===== src/design/smu_pkg.sv =====
package smu_pkg;

  localparam int NAME_BYTES  = 10;
  localparam int PHONE_BYTES = 10;

  localparam logic [7:0] CODE_INS = 8'h49;
  localparam logic [7:0] CODE_CHG = 8'h43;
  localparam logic [7:0] CODE_DEL = 8'h44;

  function automatic logic [63:0] low_mask(input int bytes);
    if (bytes >= 8) begin
      return '1;
    end
    return (64'd1 << (8 * bytes)) - 64'd1;
  endfunction

  function automatic logic [15:0] high_mask(input int bytes);
    if (bytes <= 8) begin
      return '0;
    end
    if (bytes >= 10) begin
      return '1;
    end
    return (16'd1 << (8 * (bytes - 8))) - 16'd1;
  endfunction

  localparam logic [63:0] NAME_LO_MASK  = low_mask(NAME_BYTES);
  localparam logic [15:0] NAME_HI_MASK  = high_mask(NAME_BYTES);
  localparam logic [63:0] PHONE_LO_MASK = low_mask(PHONE_BYTES);
  localparam logic [15:0] PHONE_HI_MASK = high_mask(PHONE_BYTES);

  typedef enum logic [1:0] {
    KIND_TRANS_REC  = 2'd0,
    KIND_MASTER_REC = 2'd1,
    KIND_TRANS_END  = 2'd2,
    KIND_MASTER_END = 2'd3
  } smu_kind_t;

  typedef enum logic [1:0] {
    CLS_INS = 2'd0,
    CLS_CHG = 2'd1,
    CLS_DEL = 2'd2,
    CLS_BAD = 2'd3
  } smu_cls_t;

  typedef enum logic [1:0] {
    ERR_NONE      = 2'd0,
    ERR_DUP       = 2'd1,
    ERR_NO_MASTER = 2'd2,
    ERR_BAD_CODE  = 2'd3
  } smu_err_t;

  typedef enum logic [1:0] {
    WANT_TRANS  = 2'd0,
    WANT_MASTER = 2'd1,
    WANT_NONE   = 2'd2
  } smu_want_t;

  typedef struct packed {
    logic [1:0]         req_type;
    logic signed [31:0] rec_key;
    logic [7:0]         update_code;
    logic [63:0]        name_low;
    logic [15:0]        name_high;
    logic [63:0]        phone_low;
    logic [15:0]        phone_high;
  } smu_in_t;

  typedef struct packed {
    logic               write_valid;
    logic signed [31:0] out_key;
    logic [63:0]        out_name_low;
    logic [15:0]        out_name_high;
    logic [63:0]        out_phone_low;
    logic [15:0]        out_phone_high;
    logic [1:0]         error_kind;
    logic [1:0]         want_next;
  } smu_out_t;

  typedef struct packed {
    logic [63:0] name_lo;
    logic [15:0] name_hi;
    logic [63:0] phone_lo;
    logic [15:0] phone_hi;
  } smu_rec_t;

  // classified word passed from front to back
  typedef struct packed {
    smu_kind_t          kind;
    smu_cls_t           cls;
    logic signed [31:0] key;
    smu_rec_t           rec;
  } smu_item_t;

endpackage


===== src/design/smu_front.sv =====
module smu_front (
  input  logic               clk,
  input  logic               rst_n,
  input  logic               push,
  output logic               full,
  input  smu_pkg::smu_in_t   in_data,
  input  logic               q_pop,
  output logic               q_valid,
  output smu_pkg::smu_item_t q_item
);

  smu_pkg::smu_item_t item_nxt;
  smu_pkg::smu_item_t mem_r [2];
  logic               wp_r;
  logic               wp_nxt;
  logic               rp_r;
  logic               rp_nxt;
  logic [1:0]         cnt_r;
  logic [1:0]         cnt_nxt;
  logic               push_acc;
  logic               pop_acc;

  always_comb begin
    item_nxt = '0;
    item_nxt.kind = smu_pkg::smu_kind_t'(in_data.req_type);
    priority if (in_data.update_code == smu_pkg::CODE_INS) begin
      item_nxt.cls = smu_pkg::CLS_INS;
    end else if (in_data.update_code == smu_pkg::CODE_CHG) begin
      item_nxt.cls = smu_pkg::CLS_CHG;
    end else if (in_data.update_code == smu_pkg::CODE_DEL) begin
      item_nxt.cls = smu_pkg::CLS_DEL;
    end else begin
      item_nxt.cls = smu_pkg::CLS_BAD;
    end
    item_nxt.key          = in_data.rec_key;
    item_nxt.rec.name_lo  = in_data.name_low & smu_pkg::NAME_LO_MASK;
    item_nxt.rec.name_hi  = in_data.name_high & smu_pkg::NAME_HI_MASK;
    item_nxt.rec.phone_lo = in_data.phone_low & smu_pkg::PHONE_LO_MASK;
    item_nxt.rec.phone_hi = in_data.phone_high & smu_pkg::PHONE_HI_MASK;
  end

  assign full     = (cnt_r == 2'd2);
  assign q_valid  = (cnt_r != 2'd0);
  assign q_item   = mem_r[rp_r];
  assign push_acc = push && !full;
  assign pop_acc  = q_pop && q_valid;

  always_comb begin
    wp_nxt  = push_acc ? ~wp_r : wp_r;
    rp_nxt  = pop_acc ? ~rp_r : rp_r;
    cnt_nxt = cnt_r + {1'b0, push_acc} - {1'b0, pop_acc};
  end

  always_ff @(posedge clk) begin
    if (!rst_n) begin
      wp_r  <= 1'b0;
      rp_r  <= 1'b0;
      cnt_r <= 2'd0;
    end else begin
      wp_r  <= wp_nxt;
      rp_r  <= rp_nxt;
      cnt_r <= cnt_nxt;
    end
  end

  always_ff @(posedge clk) begin
    if (push_acc) begin
      mem_r[wp_r] <= item_nxt;
    end
  end

endmodule


===== src/design/smu_back.sv =====
module smu_back (
  input  logic               clk,
  input  logic               rst_n,
  input  logic               q_valid,
  input  smu_pkg::smu_item_t q_item,
  output logic               q_pop,
  output logic               empty,
  input  logic               pop,
  output smu_pkg::smu_out_t  out_data
);

  // merge state
  logic               th_r, th_nxt, td_r, td_nxt;
  logic               mh_r, mh_nxt, md_r, md_nxt;
  smu_pkg::smu_cls_t  tcls_r;
  logic signed [31:0] tkey_r, mkey_r;
  smu_pkg::smu_rec_t  trec_r, mrec_r;

  // result queue
  smu_pkg::smu_out_t  omem_r [2];
  logic               owp_r, orp_r;
  logic [1:0]         ocnt_r, ocnt_nxt;
  logic               opop_acc;
  logic               room;

  logic               ld_t, ld_m;
  logic               th1, td1, mh1, md1;
  logic               clr_t, clr_m;
  smu_pkg::smu_cls_t  tcls_e;
  logic signed [31:0] tkey_e, mkey_e;
  smu_pkg::smu_rec_t  trec_e, mrec_e;
  smu_pkg::smu_out_t  res;

  assign empty    = (ocnt_r == 2'd0);
  assign out_data = omem_r[orp_r];
  assign opop_acc = pop && !empty;
  assign room     = (ocnt_r != 2'd2) || opop_acc;
  assign q_pop    = q_valid && room;

  always_comb begin
    ld_t   = (q_item.kind == smu_pkg::KIND_TRANS_REC) && !th_r && !td_r;
    ld_m   = (q_item.kind == smu_pkg::KIND_MASTER_REC) && !mh_r && !md_r;
    th1    = th_r || ld_t;
    mh1    = mh_r || ld_m;
    td1    = td_r || ((q_item.kind == smu_pkg::KIND_TRANS_END) && !th_r);
    md1    = md_r || ((q_item.kind == smu_pkg::KIND_MASTER_END) && !mh_r);
    tcls_e = ld_t ? q_item.cls : tcls_r;
    tkey_e = ld_t ? q_item.key : tkey_r;
    trec_e = ld_t ? q_item.rec : trec_r;
    mkey_e = ld_m ? q_item.key : mkey_r;
    mrec_e = ld_m ? q_item.rec : mrec_r;
  end

  // one merge decision per word
  always_comb begin
    logic emit_m;
    logic emit_t;
    logic lone;
    emit_m = 1'b0;
    emit_t = 1'b0;
    lone   = 1'b0;
    clr_t  = 1'b0;
    clr_m  = 1'b0;
    res    = '0;
    priority if (mh1 && th1) begin
      priority if ($signed(mkey_e) < $signed(tkey_e)) begin
        emit_m = 1'b1;
      end else if (mkey_e == tkey_e) begin
        unique case (tcls_e)
          smu_pkg::CLS_INS: begin
            res.error_kind = smu_pkg::ERR_DUP;
            clr_t = 1'b1;
          end
          smu_pkg::CLS_CHG: begin
            emit_t = 1'b1;
            clr_m  = 1'b1;
          end
          smu_pkg::CLS_DEL: begin
            clr_t = 1'b1;
            clr_m = 1'b1;
          end
          default: begin
            res.error_kind = smu_pkg::ERR_BAD_CODE;
            clr_t = 1'b1;
          end
        endcase
      end else begin
        lone = 1'b1;
      end
    end else if (mh1 && td1) begin
      emit_m = 1'b1;
    end else if (th1 && md1) begin
      lone = 1'b1;
    end else begin
      lone = 1'b0;
    end

    // transaction with no master of its key
    if (lone) begin
      unique case (tcls_e)
        smu_pkg::CLS_INS: emit_t = 1'b1;
        smu_pkg::CLS_CHG, smu_pkg::CLS_DEL: res.error_kind = smu_pkg::ERR_NO_MASTER;
        default: res.error_kind = smu_pkg::ERR_BAD_CODE;
      endcase
      clr_t = 1'b1;
    end

    if (emit_m) begin
      clr_m              = 1'b1;
      res.write_valid    = 1'b1;
      res.out_key        = mkey_e;
      res.out_name_low   = mrec_e.name_lo;
      res.out_name_high  = mrec_e.name_hi;
      res.out_phone_low  = mrec_e.phone_lo;
      res.out_phone_high = mrec_e.phone_hi;
    end
    if (emit_t) begin
      clr_t              = 1'b1;
      res.write_valid    = 1'b1;
      res.out_key        = tkey_e;
      res.out_name_low   = trec_e.name_lo;
      res.out_name_high  = trec_e.name_hi;
      res.out_phone_low  = trec_e.phone_lo;
      res.out_phone_high = trec_e.phone_hi;
    end

    th_nxt = th1 && !clr_t;
    mh_nxt = mh1 && !clr_m;
    td_nxt = td1;
    md_nxt = md1;

    priority if (!th_nxt && !td1) begin
      res.want_next = smu_pkg::WANT_TRANS;
    end else if (!mh_nxt && !md1) begin
      res.want_next = smu_pkg::WANT_MASTER;
    end else begin
      res.want_next = smu_pkg::WANT_NONE;
    end
  end

  assign ocnt_nxt = ocnt_r + {1'b0, q_pop} - {1'b0, opop_acc};

  always_ff @(posedge clk) begin
    if (!rst_n) begin
      th_r   <= 1'b0;
      td_r   <= 1'b0;
      mh_r   <= 1'b0;
      md_r   <= 1'b0;
      owp_r  <= 1'b0;
      orp_r  <= 1'b0;
      ocnt_r <= 2'd0;
    end else begin
      if (q_pop) begin
        th_r  <= th_nxt;
        td_r  <= td_nxt;
        mh_r  <= mh_nxt;
        md_r  <= md_nxt;
        owp_r <= ~owp_r;
      end
      if (opop_acc) begin
        orp_r <= ~orp_r;
      end
      ocnt_r <= ocnt_nxt;
    end
  end

  always_ff @(posedge clk) begin
    if (q_pop && ld_t) begin
      tcls_r <= q_item.cls;
      tkey_r <= q_item.key;
      trec_r <= q_item.rec;
    end
    if (q_pop && ld_m) begin
      mkey_r <= q_item.key;
      mrec_r <= q_item.rec;
    end
    if (q_pop) begin
      omem_r[owp_r] <= res;
    end
  end

endmodule


===== src/design/sorted_master_update_merge.sv =====
// Sequential master-file update merge. Master records and transactions arrive
// on one input queue, each word tagged by req_type, and every accepted word
// yields exactly one result word; want_next in that result names the stream
// to feed next. One word per clock is sustained while the result queue has room
// and out_data is popped: the front decodes the word into a two-entry queue and
// the back makes the single signed key compare and slot update per word, writing
// a two-entry result queue. An accepted word waits in the front queue, then its
// result is registered into the result queue, from which it is popped; the pace
// is set by the back's one-compare-per-word merge step, since each word's decision
// depends on the slots the previous word left.
module sorted_master_update_merge (
  input  logic              clk,
  input  logic              rst_n,
  input  logic              push,
  output logic              full,
  input  smu_pkg::smu_in_t  in_data,
  output logic              empty,
  input  logic              pop,
  output smu_pkg::smu_out_t out_data
);

  logic               q_valid;
  logic               q_pop;
  smu_pkg::smu_item_t q_item;

  smu_front u_front (
    .clk     (clk),
    .rst_n   (rst_n),
    .push    (push),
    .full    (full),
    .in_data (in_data),
    .q_pop   (q_pop),
    .q_valid (q_valid),
    .q_item  (q_item)
  );

  smu_back u_back (
    .clk      (clk),
    .rst_n    (rst_n),
    .q_valid  (q_valid),
    .q_item   (q_item),
    .q_pop    (q_pop),
    .empty    (empty),
    .pop      (pop),
    .out_data (out_data)
  );

endmodule


===== config.mk =====
export PLATFORM = sky130hd
export DESIGN_NAME = sorted_master_update_merge
export DESIGN_NICKNAME = d
export VERILOG_FILES = /design/src/design/smu_pkg.sv /design/src/design/smu_front.sv /design/src/design/smu_back.sv /design/src/design/sorted_master_update_merge.sv
export SDC_FILE = /design/constraint.sdc
export NUM_CORES = 1
export LEC_CHECK = 0
export BUFFER_PORTS_ARGS = -buffer_cell sky130_fd_sc_hd__buf_2
export CAP_MARGIN = 20
export CELL_PAD_IN_SITES_DETAIL_PLACEMENT = 1
export CELL_PAD_IN_SITES_GLOBAL_PLACEMENT = 2
export CORE_UTILIZATION = 46
export CTS_CLUSTER_DIAMETER = 60
export DETAILED_ROUTE_END_ITERATION = 16
export PLACE_DENSITY = 0.91
export SLEW_MARGIN = 40
export SYNTH_ARGS = -nofsm -noshare
export SYNTH_HDL_FRONTEND = slang
export SYNTH_SLANG_ARGS = --single-unit

===== constraint.sdc =====
create_clock -name clk -period 24.9 [get_ports clk]
set_input_delay 1.245 -clock clk [delete_from_list [all_inputs] [get_ports clk]]
set_output_delay 1.245 -clock clk [all_outputs]
set_load 0.02 [all_outputs]

## Word level (Yosys, flattened, before mapping)

Memories as Yosys holds them, arrays and structs flattened. A register that Yosys moved wholly into a read port is not among the register bits.
Index checks and enable logic that the tools add are counted.

- Order comparisons: 1
- Equal/unequal tests: 11
- Add/sub/neg operators: 4
- Multiplexer cells: 51
- Reduce and logical (&&, ||, !) cells: 41
- Bitwise logic cells: 4

Operators with widths:

| cell | number |
|---|---|
| 193-bit 2-to-1 mux | 2 |
| 160-bit 2-to-1 mux | 2 |
| 32-bit 2-to-1 mux | 2 |
| 1-bit 2-to-1 mux | 34 |
| 32-bit == test | 1 |
| 32-bit less-than comparator | 1 |
| 8-bit by 7-bit == test with 1-bit output (second input constant) | 3 |
| 1-bit logical AND | 19 |
| 2-bit 2-to-1 mux | 9 |
| 1-bit logical NOT | 12 |
| 2-bit == test (second input constant) | 4 |
| 2-bit case mux with 2 select lines | 2 |
| 2-bit logical NOT | 3 |
| 1-bit logical OR | 5 |
| 2-bit by 1-bit adder with 2-bit output | 2 |
| 2-bit by 1-bit == test with 1-bit output (second input constant) | 2 |
| 1-bit NOT | 4 |
| 2-bit by 1-bit subtractor with 2-bit output | 2 |
| 2-bit inequality test (second input constant) | 1 |
| 2-bit nonzero test | 1 |
| 2-bit OR reduction | 1 |

- Input port bits: 206
- Flip-flop bits (word level): 398
- Memories: 2
- Output and inout bits: 199
- Memory bits (writable): 786

Memory list:

| name | words | bits a word | read ports | clocked after Yosys merged registers in | write ports | line | text |
|---|---|---|---|---|---|---|---|
| u_back.omem_r | 2 | 197 | 1 | 1 | 1 | smu_back.sv:20 | `smu_pkg::smu_out_t omem_r [2];` |
| u_front.mem_r | 2 | 196 | 1 | 1 | 1 | smu_front.sv:13 | `smu_pkg::smu_item_t mem_r [2];` |

## Longest topological paths before layout

Gate-level depths: netlist (run 1).

- Depth in word-level cells: 17
- Gate-level depth with buffers: 19

## Hierarchy

From an unflattened synthesis (run 1), not the netlist that was laid out.

- Cell total of the unflattened synthesis: 2509
- Area, all modules: 47451.8 um^2

Modules (own cells, without submodules):

| module | cells an instance | area an instance (um^2) | instances |
|---|---|---|---|
| smu_back | 1864 | 32985.4 | 1 |
| smu_front | 645 | 14466.4 | 1 |

## Least setup slack after synthesis (run 1)

No wires, ideal clock.

- Kind: input port to flip-flop
- From: in pop
- To: reg u_back.owp_r
- Library setup time: 0.096 ns
- Setup slack: 14.481 ns
- Arrival: 10.322 ns
- Stages on the path: 5
- Path through: nor2_1 -> nand2_1 -> o21ai_1 -> nor2_1 -> o21a_1

- Word-level cells in the longest chain between the ends: 3

RTL lines:

| element | line | text |
|---|---|---|
| from (decl) | sorted_master_update_merge.sv:18 | `input logic pop,` |
| 1-bit logical AND | smu_back.sv:36 | `assign opop_acc = pop && !empty;` |
| 1-bit logical OR | smu_back.sv:37 | `assign room = (ocnt_r != 2'd2) \|\| opop_acc;` |
| 1-bit logical AND | smu_back.sv:38 | `assign q_pop = q_valid && room;` |
| to (signal assigned) | smu_back.sv:158 | `owp_r <= ~owp_r;` |
| to (decl) | smu_back.sv:21 | `logic owp_r, orp_r;` |

Every way passes these cells.
A chain may end at the register's enable or synchronous reset.

==> results.py, run 1 <==
metrics = {
    "setup_path": {
        "cp_slowest_stage_delay_ns": 0.85,
        "r2r_cells": 18,
        "path_common_cell": "buf_4",
        "start_kind": "flop",
        "slowest_stage": "dfxtp_4",
        "reg2reg_slack_ns": 17.48,
        "crit_fanout": 49,
        "crit_chain": "mux2_2 -> nor2_1 -> nand2_1 -> buf_4 -> nand2_1 -> a21boi_0 -> inv_1 -> ha_1 -> and4_1 -> and3_1 -> a221o_1 -> a211o_1 -> a211oi_2 -> o22ai_1 -> a32oi_4 -> buf_4 -> buf_4 -> o22ai_1",
        "critPathCaptureType": "flop",
        "r2r_end": "u_back.omem_r[0][29]",
        "crit_required_ns": 25.32,
        "cp.arrival_ns": 7.84,
        "critPathKind": "flop to flop",
    },
    "timing": {
        "fin_crit_ns": 7.419,
        "slew_viol_final": 0,
        "hold_violations": 0,
        "finClkSkew_ns": 0.02804,
        "finalSetupViolCount": 0,
        "fmax_ghz": 0.1348,
        "worst_pin_slew_ns": 0.8357,
        "holdWs_ns": 0.5652,
        "timing.slew.headroom_pct": 44.28,
        "rsz0062_at_grt": "no",
        "finalSetupTns_ns": 0,
        "period_share_pct": 29.80,
    },
    "synth": {
        "synth_ff_type": "edfxtp_1",
        "seq_area_frac_synth_pct": 75.10,
        "syn_nets": 3375,
        "synth_async_sr_flop_share_pct": 0,
        "syn_inst": 3130,
        "synth.distinct_cells": 44,
        "syn-mean-instance-area_um2": 15.09,
        "yosysWarnings": 0,
        "synth_edf_count": 1172,
        "synth_area_mm2": 0.04724,
        "synth.ff_latch_count": 1186,
    },
    "worst_hold_path": {
        "min_path_cells": 2,
        "hold_start": "u_front.rp_r",
        "worstHoldPathType": "flop to flop",
        "hold_end": "u_front.rp_r",
    },
    "floorplan": {
        "die_area_mm2": 0.1040,
        "die_height_um": 322.5,
        "fp.coreArea_mm2": 0.1017,
        "initial_core_util_pct": 46.43,
        "ioPinCount": 405,
        "die_w_um": 322.5,
        "core.rowCount": 117,
    },
    "cts": {
        "htree_levels": 4,
        "cts_tree": "built",
        "clkTransAtPathRegs_ns": 0.06,
        "numCtsBuffers": 133,
        "cts_resized": 0,
        "cts_setup_buffers": 0,
        "root_buffer": "clkbuf_16",
        "clock_path_buffers": 3,
        "cts_hold_buf": 0,
        "worst_skew_pair.late_latency_ns": 0.74,
        "clock-sinks": 1186,
    },
    "pwr": {
        "p_leak_uw": 0.01971,
        "p_seq_share_pct": 42.0,
        "pwr-share-comb_pct": 32.3,
        "power_density_mw_per_mm2": 130.6,
        "clkPwrFrac_pct": 25.7,
        "peakVddDrop_mv": 0.07590,
        "p_int_uw": 4651,
        "p_sw_share_pct": 35.34,
        "p_switching_uw": 2542,
    },
    "detailed_routing": {
        "drt-total-wl_um": 123200,
        "drcViolationCount": 0,
        "vias_per_cell": 5.554,
        "drt-pass1-iter-count": 5,
        "routedWlPerCell_um": 24.58,
        "vias": 27842,
        "drt_iter0_markers": 1932,
        "postRouteAntennaNets": 0,
    },
    "placed_design": {
        "hpwlAfterDp_um": 73030,
        "place_congestion": 0.7654,
        "numPortBuffers": 404,
    },
    "run": {
        "cap_viol_max_count": 0,
    },
    "global_routing": {
        "grt_pass1_wl_um": 182400,
        "antenna_found_initial": 17,
        "grt_start_max_net_pins": 197,
        "grt_usage_pct": 23.59,
        "grt_pass1_vias": 30058,
        "grt_overflow_total": 0,
    },
    "layout": {
        "fill_cells": 9796,
        "nNetsFinal": 3785,
        "syn_to_final_growth_pct": 16.57,
        "seqCellArea_mm2": 0.03548,
        "multi_input_area_mm2": 0.01022,
        "drive_gt1_share_pct": 23.02,
    },
    "status": {
        "status": "finished, final reports clean",
    },
}
==> power by group through the flow <==
stage               logic (uW)  clock network (uW)  registers, uW
global route              2490                1950           3060
CTS                       2340                1880           3030
floorplan                 1470                   0           3110
finish                    2320                1850           3020
global placement          2200                   0           3020
detailed placement        2310                   0           3060
==> logic make-up (layout without fill, tap and decap cells) <==
group	count (synthesis)	after routing	synth area share, %
flip-flops	1186	1186	75.10
multiplexers	394	394	8.876
other	0	1	0
AO/OA/AOI/OAI	629	629	7.478
AND/OR/NAND/NOR	463	463	3.944
buffers and inverters	411	925	3.422
XOR/XNOR	8	8	0.1483
adder cells (fa/ha/maj)	39	39	1.033
==> final cells by class <==
class                      count  share of cell area [%]
sequential                  1186                   64.44
timing repair buffer         447                   4.826
multi-input combinational   1533                   18.57
clock buffer                 172                   6.503
clock inverter                67                  0.9271
inverter                     239                   1.629
tap                         1368                   3.108
antenna                        1                0.004544
==> synth_stat cells, types with 22 or more instances <==
cell | instances | area (um^2)
buf_1 | 22 | 82.58
a21boi_0 | 32 | 240.2
o21ai_0 | 364 | 1822
nand2_1 | 398 | 1494
mux2i_1 | 195 | 1952
ha_1 | 39 | 488.0
inv_1 | 238 | 893.4
o22ai_1 | 194 | 1214
edfxtp_1 | 1172 | 35190
clkbuf_1 | 129 | 484.2
mux2_2 | 199 | 2241
==> layer usage <==
metal	track usage [%]	share of wire, %
met5	0	0.10
met4	10.93	4.2
met3	4.797	5.6
met2	41.74	52
met1	27.44	38
==> critical path, delay by kind of cell (launching register included) <==
kind | cells | cell delay, ns
muxes | 1 | 0.50
DFF | 1 | 0.85
adders and majority gates | 1 | 0.30
and+or+nand+nor | 5 | 1.18
buffers and inverters | 4 | 1.80
AOI/OAI and AO/OA | 7 | 2.39
==> through the flow <==
stage	total power (uW)	instances	cell area (um^2)	worst slack, ns	utilization (%)
after floorplan	4576	3130	47240	14.48	-
after global placement	5219	4763	50670	17.30	49.80
after detailed placement	5368	4771	50920	17.51	50.05
after CTS	7251	5010	55020	17.40	54.07
after global routing	7499	5012	55060	17.14	54.12
final	7192	5013	55070	17.48	54.12
==> worst max path at each step <==
stage / start / endpoint / cells after the start
floorplan: pop / u_back.owp_r / 5
global placement: flop / u_back.omem_r[0][45] / 17
detailed placement: flop / u_back.omem_r[0][29] / 18
CTS: flop / u_back.omem_r[0][29] / 18
global route: flop / u_back.omem_r[0][29] / 18
finish: flop / u_back.omem_r[0][29] / 18
==> registers in the layout (all words and copies together), names as in the netlist, 2 cells and up, named ones only <==
name and cells:
u_back.ocnt_r 2, u_back.tkey_r 32, u_back.mrec_r 160, u_front.mem_r 392
u_back.trec_r 160, u_back.omem_r 394, u_back.tcls_r 2, u_front.cnt_r 2
u_back.mkey_r 32
==> placed cells by master (no fill, tap or decap), types with 12 or more instances in the layout <==
cell type | netlist | layout
inv_1 | 238 | 238
o21ai_0 | 364 | 363
clkbuf_16 | 0 | 138
ha_1 | 39 | 39
buf_4 | 19 | 14
buf_6 | 0 | 12
mux2_2 | 199 | 199
nor2_1 | 18 | 15
a21boi_0 | 32 | 32
clkinv_1 | 1 | 28
nand2_1 | 398 | 398
clkinv_2 | 0 | 16
buf_2 | 2 | 404
mux2i_1 | 195 | 195
a21oi_1 | 19 | 18
edfxtp_1 | 1172 | 1172
clkbuf_1 | 129 | 34
dfxtp_1 | 14 | 12
o22ai_1 | 194 | 194
No activity file was read; power rests on OpenSTA's default activity.
==> run 2: changes to the inputs <==
--- a/config.mk
+++ b/config.mk
@@ -9,10 +9,10 @@
 export CAP_MARGIN = 20
 export CELL_PAD_IN_SITES_DETAIL_PLACEMENT = 1
 export CELL_PAD_IN_SITES_GLOBAL_PLACEMENT = 2
-export CORE_UTILIZATION = 46
+export CORE_UTILIZATION = 39
 export CTS_CLUSTER_DIAMETER = 60
 export DETAILED_ROUTE_END_ITERATION = 16
-export PLACE_DENSITY = 0.91
+export PLACE_DENSITY = 0.83
 export SLEW_MARGIN = 40
 export SYNTH_ARGS = -nofsm -noshare
 export SYNTH_HDL_FRONTEND = slang
==> constraint.sdc (replaced) <==
create_clock -name clk -period 6.8 [get_ports clk]
set_input_delay 0.34 -clock clk [delete_from_list [all_inputs] [get_ports clk]]
set_output_delay 0.34 -clock clk [all_outputs]
set_load 0.02 [all_outputs]
==> results.py, run 2 (synthesized netlist as in run 1, its figures left out) <==
metrics = {
    "global_routing": {
        "use_met3_pct": 4.093,
        "grt_pass1_wl_um": 181700,
        "antenna_found_initial": 20,
        "grt_pass1_vias": 30668,
        "grt_usage_pct": 19.76,
        "grt_start_max_net_pins": 189,
        "grt_overflow_total": 0,
        "grt_use_met2_pct": 34.64,
        "top_usage_layer": "met2",
        "grt_util_met1_pct": 23.18,
    },
    "timing": {
        "finalWorstSetupSlack_ns": 1.206,
        "hold_violations": 0,
        "fmax_ghz": 0.1788,
        "worst_pin_slew_ns": 0.9906,
        "finClkSkew_ns": 0.05130,
        "period_share_pct": 82.27,
        "timing.slew.headroom_pct": 33.96,
        "finalSetupViolCount": 0,
        "fin_crit_ns": 5.594,
        "slew_viol_final": 0,
        "finalSetupTns_ns": 0,
        "rsz0062_at_grt": "no",
    },
    "floorplan": {
        "die_area_mm2": 0.1225,
        "core.rowCount": 127,
        "ioPinCount": 405,
        "initial_core_util_pct": 39.37,
        "die_w_um": 350.0,
        "fp.coreArea_mm2": 0.1200,
        "die_height_um": 350.0,
    },
    "setup_path": {
        "cp.buffers_inverters": 4,
        "reg2reg_slack_ns": 1.21,
        "crit_fanout": 98,
        "crit_chain": "buf_12 -> mux2i_1 -> inv_1 -> a21boi_0 -> inv_1 -> ha_1 -> and3_1 -> and3_1 -> a221o_1 -> a211o_1 -> a211oi_2 -> o22ai_1 -> a32oi_4 -> buf_12 -> o22ai_1",
        "start_kind": "flop",
        "critPathCaptureType": "flop",
        "crit_family": "compound AO/OA/AOI/OAI gates",
        "critPathKind": "flop to flop",
        "cp.arrival_ns": 6.01,
        "slowest_stage": "buf_12",
        "crit_required_ns": 7.22,
        "cp_slowest_stage_delay_ns": 0.59,
    },
    "worst_hold_path": {
        "hold_start": "in_data[161]",
        "worstHoldPathType": "input pin to flop",
    },
    "pwr": {
        "peakVddDrop_mv": 0.3049,
        "power_density_mw_per_mm2": 459.2,
        "p_leak_uw": 0.02051,
    },
    "status": {
        "status": "finished, final reports clean",
    },
    "run": {
        "cap_viol_max_count": 0,
    },
    "cts": {
        "cts_tree": "built",
        "clock_path_buffers": 3,
        "cts_setup_buffers": 0,
        "worst_skew_pair.late_latency_ns": 0.76,
        "cts_resized": 0,
        "clkTransAtPathRegs_ns": 0.06,
        "numCtsBuffers": 135,
        "htree_levels": 4,
        "root_buffer": "clkbuf_16",
        "clock-sinks": 1186,
    },
    "placed_design": {
        "place_ws_ns": 1.253,
        "numPortBuffers": 404,
        "place_congestion": 0.7520,
        "hpwlAfterDp_um": 69940,
    },
    "layout": {
        "most-common-layout-cells": "1,172 x edfxtp_1, 404 x buf_2, 398 x nand2_1, 364 x o21ai_0, 238 x inv_1",
        "drive_gt1_share_pct": 21.74,
        "final_common_cell": "edfxtp_1",
        "syn_to_final_growth_pct": 21.41,
        "reg_top3": "u_back.omem_r x394, u_front.mem_r x392",
        "largest_reg_flops": 394,
        "largest-register": "u_back.omem_r",
        "nNetsFinal": 3981,
        "fill_cells": 11845,
    },
    "detailed_routing": {
        "routedWlPerCell_um": 22.42,
        "vias_per_cell": 5.156,
        "drt_iter0_markers": 1843,
        "vias": 28151,
        "postRouteAntennaNets": 0,
        "drt-total-wl_um": 122400,
        "drcViolationCount": 0,
        "drt-pass1-iter-count": 5,
    },
}
run 2: changes by cell type in the layout (fill, tap and decap cells not counted), sizes merged, moves of 2 or more:
cell,before,now
diode,1,7
bufinv,4,2
dlygate4sd3,0,195
clkinv,52,59
run 2: final timing paths:
| path | end | cells after the start |
|---|---|---|
| setup / recovery | u_back.omem_r[0][152] | 15 |
| hold / removal | u_front.mem_r[0][192] | 2 |
| setup reg to reg | u_back.omem_r[0][152] | 15 |
| hold reg to reg | u_back.orp_r | 2 |
run 2: layout make-up:
type | count | area (um^2) | share of cell area [%]
Antenna cell | 7 | 17.52 | 0.03054
Clock buffer | 171 | 3597 | 6.272
Clock inverter | 71 | 569.3 | 0.9926
Inverter | 239 | 897.1 | 1.564
Multi-Input combinational cell | 1533 | 10220 | 17.83
Sequential cell | 1186 | 35480 | 61.87
Tap cell | 1612 | 2017 | 3.517
Timing Repair Buffer | 641 | 4548 | 7.930
run 2: worst register-to-register path, stage by stage (launching register included):
cell	delay, ns
dfxtp_4	0.38
buf_12	0.59
mux2i_1	0.58
inv_1	0.17
a21boi_0	0.33
inv_1	0.08
ha_1	0.27
and3_1	0.21
and3_1	0.21
a221o_1	0.33
a211o_1	0.29
a211oi_2	0.37
o22ai_1	0.27
a32oi_4	0.35
buf_12	0.44
o22ai_1	0.40
run 2: per-stage QoR:
stage | total power (uW) | util [%] | cells | hold slack, ns | cell area (um^2)
detailed placement | 19540 | 42.63 | 5013 | 0.5262 | 51140
CTS | 26560 | 47.73 | 5450 | 0.008559 | 57260
global route | 27560 | 47.80 | 5458 | 0.03497 | 57350
finish | 26330 | 47.80 | 5460 | 0.07092 | 57350
global placement | 19160 | 42.57 | 5010 | 0.5169 | 51070
floorplan | 16570 | - | 3130 | 0.4389 | 47250
run 2: routing by layer:
metal / vias to the layer above / share of wire (%)
met5: - / 0.080
met4: 16 / 4.0
met3: 259 / 4.7
met2: 645 / 51
met1: 14343 / 40
li1: 12888 / -
run 2: what timing repair did:
item,in CTS,in global routing
hold buffers,195,0
hold endpoints to repair,402,0
endpoints found under the setup margin,0,0
run 2: where the power goes:
group | switching [uW] | internal (uW) | total, uW | leakage (uW)
Clock | 2980 | 3860 | 6830 | 0.00200
Sequential | 431 | 10600 | 11000 | 0.0111
Combinational | 5880 | 2640 | 8520 | 0.00745
==> run 3: changes to the inputs <==
==> constraint.sdc (replaced) <==
create_clock -name clk -period 4.7 [get_ports clk]
set_input_delay 0.235 -clock clk [delete_from_list [all_inputs] [get_ports clk]]
set_output_delay 0.235 -clock clk [all_outputs]
set_load 0.02 [all_outputs]
==> results.py, run 3 (synthesized netlist as in run 1, its figures left out) <==
metrics = {
    "cts": {
        "root_buffer": "clkbuf_16",
        "clock_path_buffers": 3,
        "numCtsBuffers": 132,
        "htree_levels": 4,
        "clkTransAtPathRegs_ns": 0.06,
        "clock-sinks": 1186,
        "worst_skew_pair.late_latency_ns": 0.74,
        "cts_tree": "built",
    },
    "setup_path": {
        "r2r_end": "u_back.omem_r[1][164]",
        "crit_required_ns": 5.14,
        "cp-endpoint": "u_back.omem_r[1][164]",
        "cp.arrival_ns": 5.18,
        "r2r_cells": 18,
        "critPathCaptureType": "flop",
        "start_kind": "flop",
        "reg2reg_slack_ns": -0.03,
        "crit_fanout": 8,
        "critPathKind": "flop to flop",
    },
    "global_routing": {
        "grt_start_max_net_pins": 100,
        "grt_usage_pct": 20.44,
        "grt_pass1_vias": 31162,
        "grt_pass1_wl_um": 188100,
        "grt_overflow_total": 0,
        "antenna_found_initial": 10,
    },
    "timing": {
        "holdWs_ns": 0.07049,
        "fmax_ghz": 0.2113,
        "finalSetupViolCount": 93,
        "timing.slew.headroom_pct": 44.64,
        "hold_violations": 0,
        "slew_viol_final": 0,
        "worst_pin_slew_ns": 0.8285,
        "rsz0062_at_grt": "yes",
        "fin_crit_ns": 4.732,
        "period_share_pct": 100.7,
        "finalWorstSetupSlack_ns": -0.03172,
        "finClkSkew_ns": 0.02821,
    },
    "worst_hold_path": {
        "worstHoldPathType": "input pin to flop",
        "hold_start": "in_data[165]",
    },
    "detailed_routing": {
        "drcViolationCount": 0,
        "vias": 28726,
        "postRouteAntennaNets": 0,
        "routedWlPerCell_um": 23.58,
        "drt-pass1-iter-count": 5,
        "vias_per_cell": 5.196,
        "drt_iter0_markers": 1873,
        "drt-total-wl_um": 130300,
    },
    "layout": {
        "final_common_cell": "edfxtp_1",
        "nNetsFinal": 4056,
        "most-common-layout-cells": "1,172 x edfxtp_1, 404 x buf_2, 398 x nand2_1, 352 x o21ai_0, 238 x inv_1",
        "finalInstanceArea_mm2": 0.05868,
        "syn_to_final_growth_pct": 24.23,
        "largest-register": "u_back.omem_r",
        "reg_top3": "u_back.omem_r x394, u_front.mem_r x392",
        "largest_reg_flops": 394,
        "drive_gt1_share_pct": 24.17,
    },
    "floorplan": {
        "initial_core_util_pct": 39.37,
        "fp.coreArea_mm2": 0.1200,
        "ioPinCount": 405,
        "die_height_um": 350.0,
        "die_area_mm2": 0.1225,
        "die_w_um": 350.0,
        "core.rowCount": 127,
    },
    "pwr": {
        "p_leak_uw": 0.02121,
        "power_density_mw_per_mm2": 669.4,
        "peakVddDrop_mv": 0.4828,
    },
    "placed_design": {
        "post_dp_cell_area_mm2": 0.05170,
        "place_congestion": 0.7778,
        "numPortBuffers": 404,
        "hpwlAfterDp_um": 75520,
    },
    "run": {
        "cap_viol_max_count": 0,
    },
    "status": {
        "violations": "negative setup slack",
        "status": "finished with violations",
    },
}
run 3: timing repair:
action | 4_1_cts | 5_1_grt
endpoints found under the setup margin | 169 | 386
gates cloned | 1 | 12
setup buffers | 3 | 17
pin swaps | 1 | 11
endpoints found under the hold margin | 406 | 0
resized for setup | 3 | 75
hold buffers | 198 | 0
run 3: layout make-up:
class	instances	area, um^2
Inverter	239	897.1
Antenna cell	2	5.005
Timing Repair Buffer	719	5685
Clock inverter	71	680.7
Tap cell	1612	2017
Fill cell	11723	61290
Sequential cell	1186	35480
Clock buffer	166	3515
Multi-Input combinational cell	1533	10400
run 3: per-stage QoR:
step / cells / worst slack, ns / power (uW) / setup TNS, ns / util (%)
3_3_place_gp: 5056 / 0.1988 / 28140 / 0 / 43.07
5_1_grt: 5527 / -0.1891 / 41030 / -57.00 / 48.91
4_1_cts: 5496 / 0.01898 / 38990 / 0 / 48.29
3_5_place_dp: 5057 / -0.05414 / 28690 / -2.396 / 43.10
6_report: 5528 / -0.03172 / 39290 / -1.097 / 48.91
2_1_floorplan: 3130 / 0.05742 / 23810 / 0 / -
run 3: how the worst min path moves through the flow:
| stage | to | slack, ns | cells after the start |
|---|---|---|---|
| global placement | u_front.mem_r[0][28] | 0.42 | 1 |
| global route | u_front.mem_r[0][192] | 0.03 | 3 |
| CTS | u_front.mem_r[0][192] | 0.009 | 3 |
| floorplan | u_front.mem_r[0][0] | 0.33 | 0 |
| finish | u_front.mem_r[0][192] | 0.07 | 3 |
| detailed placement | u_front.mem_r[0][20] | 0.43 | 1 |
run 3: routing by layer:
metal	part of all wire, %	global-route usage (%)	routed length [um]
met2	52	36.78	67880
met1	40	24.13	52180
met4	3.5	8.351	4585
met5	0.071	0	93
met3	4.3	3.414	5606
run 3: critical path, stage by stage, from the launching register on:
cell	delay, ns
dfxtp_4	0.38
mux2_4	0.35
nor4_4	0.39
clkbuf_16	0.25
buf_12	0.12
nand2_1	0.06
o21ai_2	0.09
ha_1	0.29
and4_4	0.19
and3_4	0.17
a221o_1	0.31
a211o_1	0.34
a211oi_4	0.32
o22ai_2	0.17
a32oi_4	0.29
buf_8	0.20
clkbuf_16	0.22
buf_8	0.14
o22ai_1	0.12
run 3: power breakdown:
group | internal, uW | total (uW) | switching [uW]
combinational | 4420 | 13400 | 8950
sequential | 15200 | 15900 | 652
clock | 5740 | 10000 | 4280
total | 25400 | 39300 | 13900
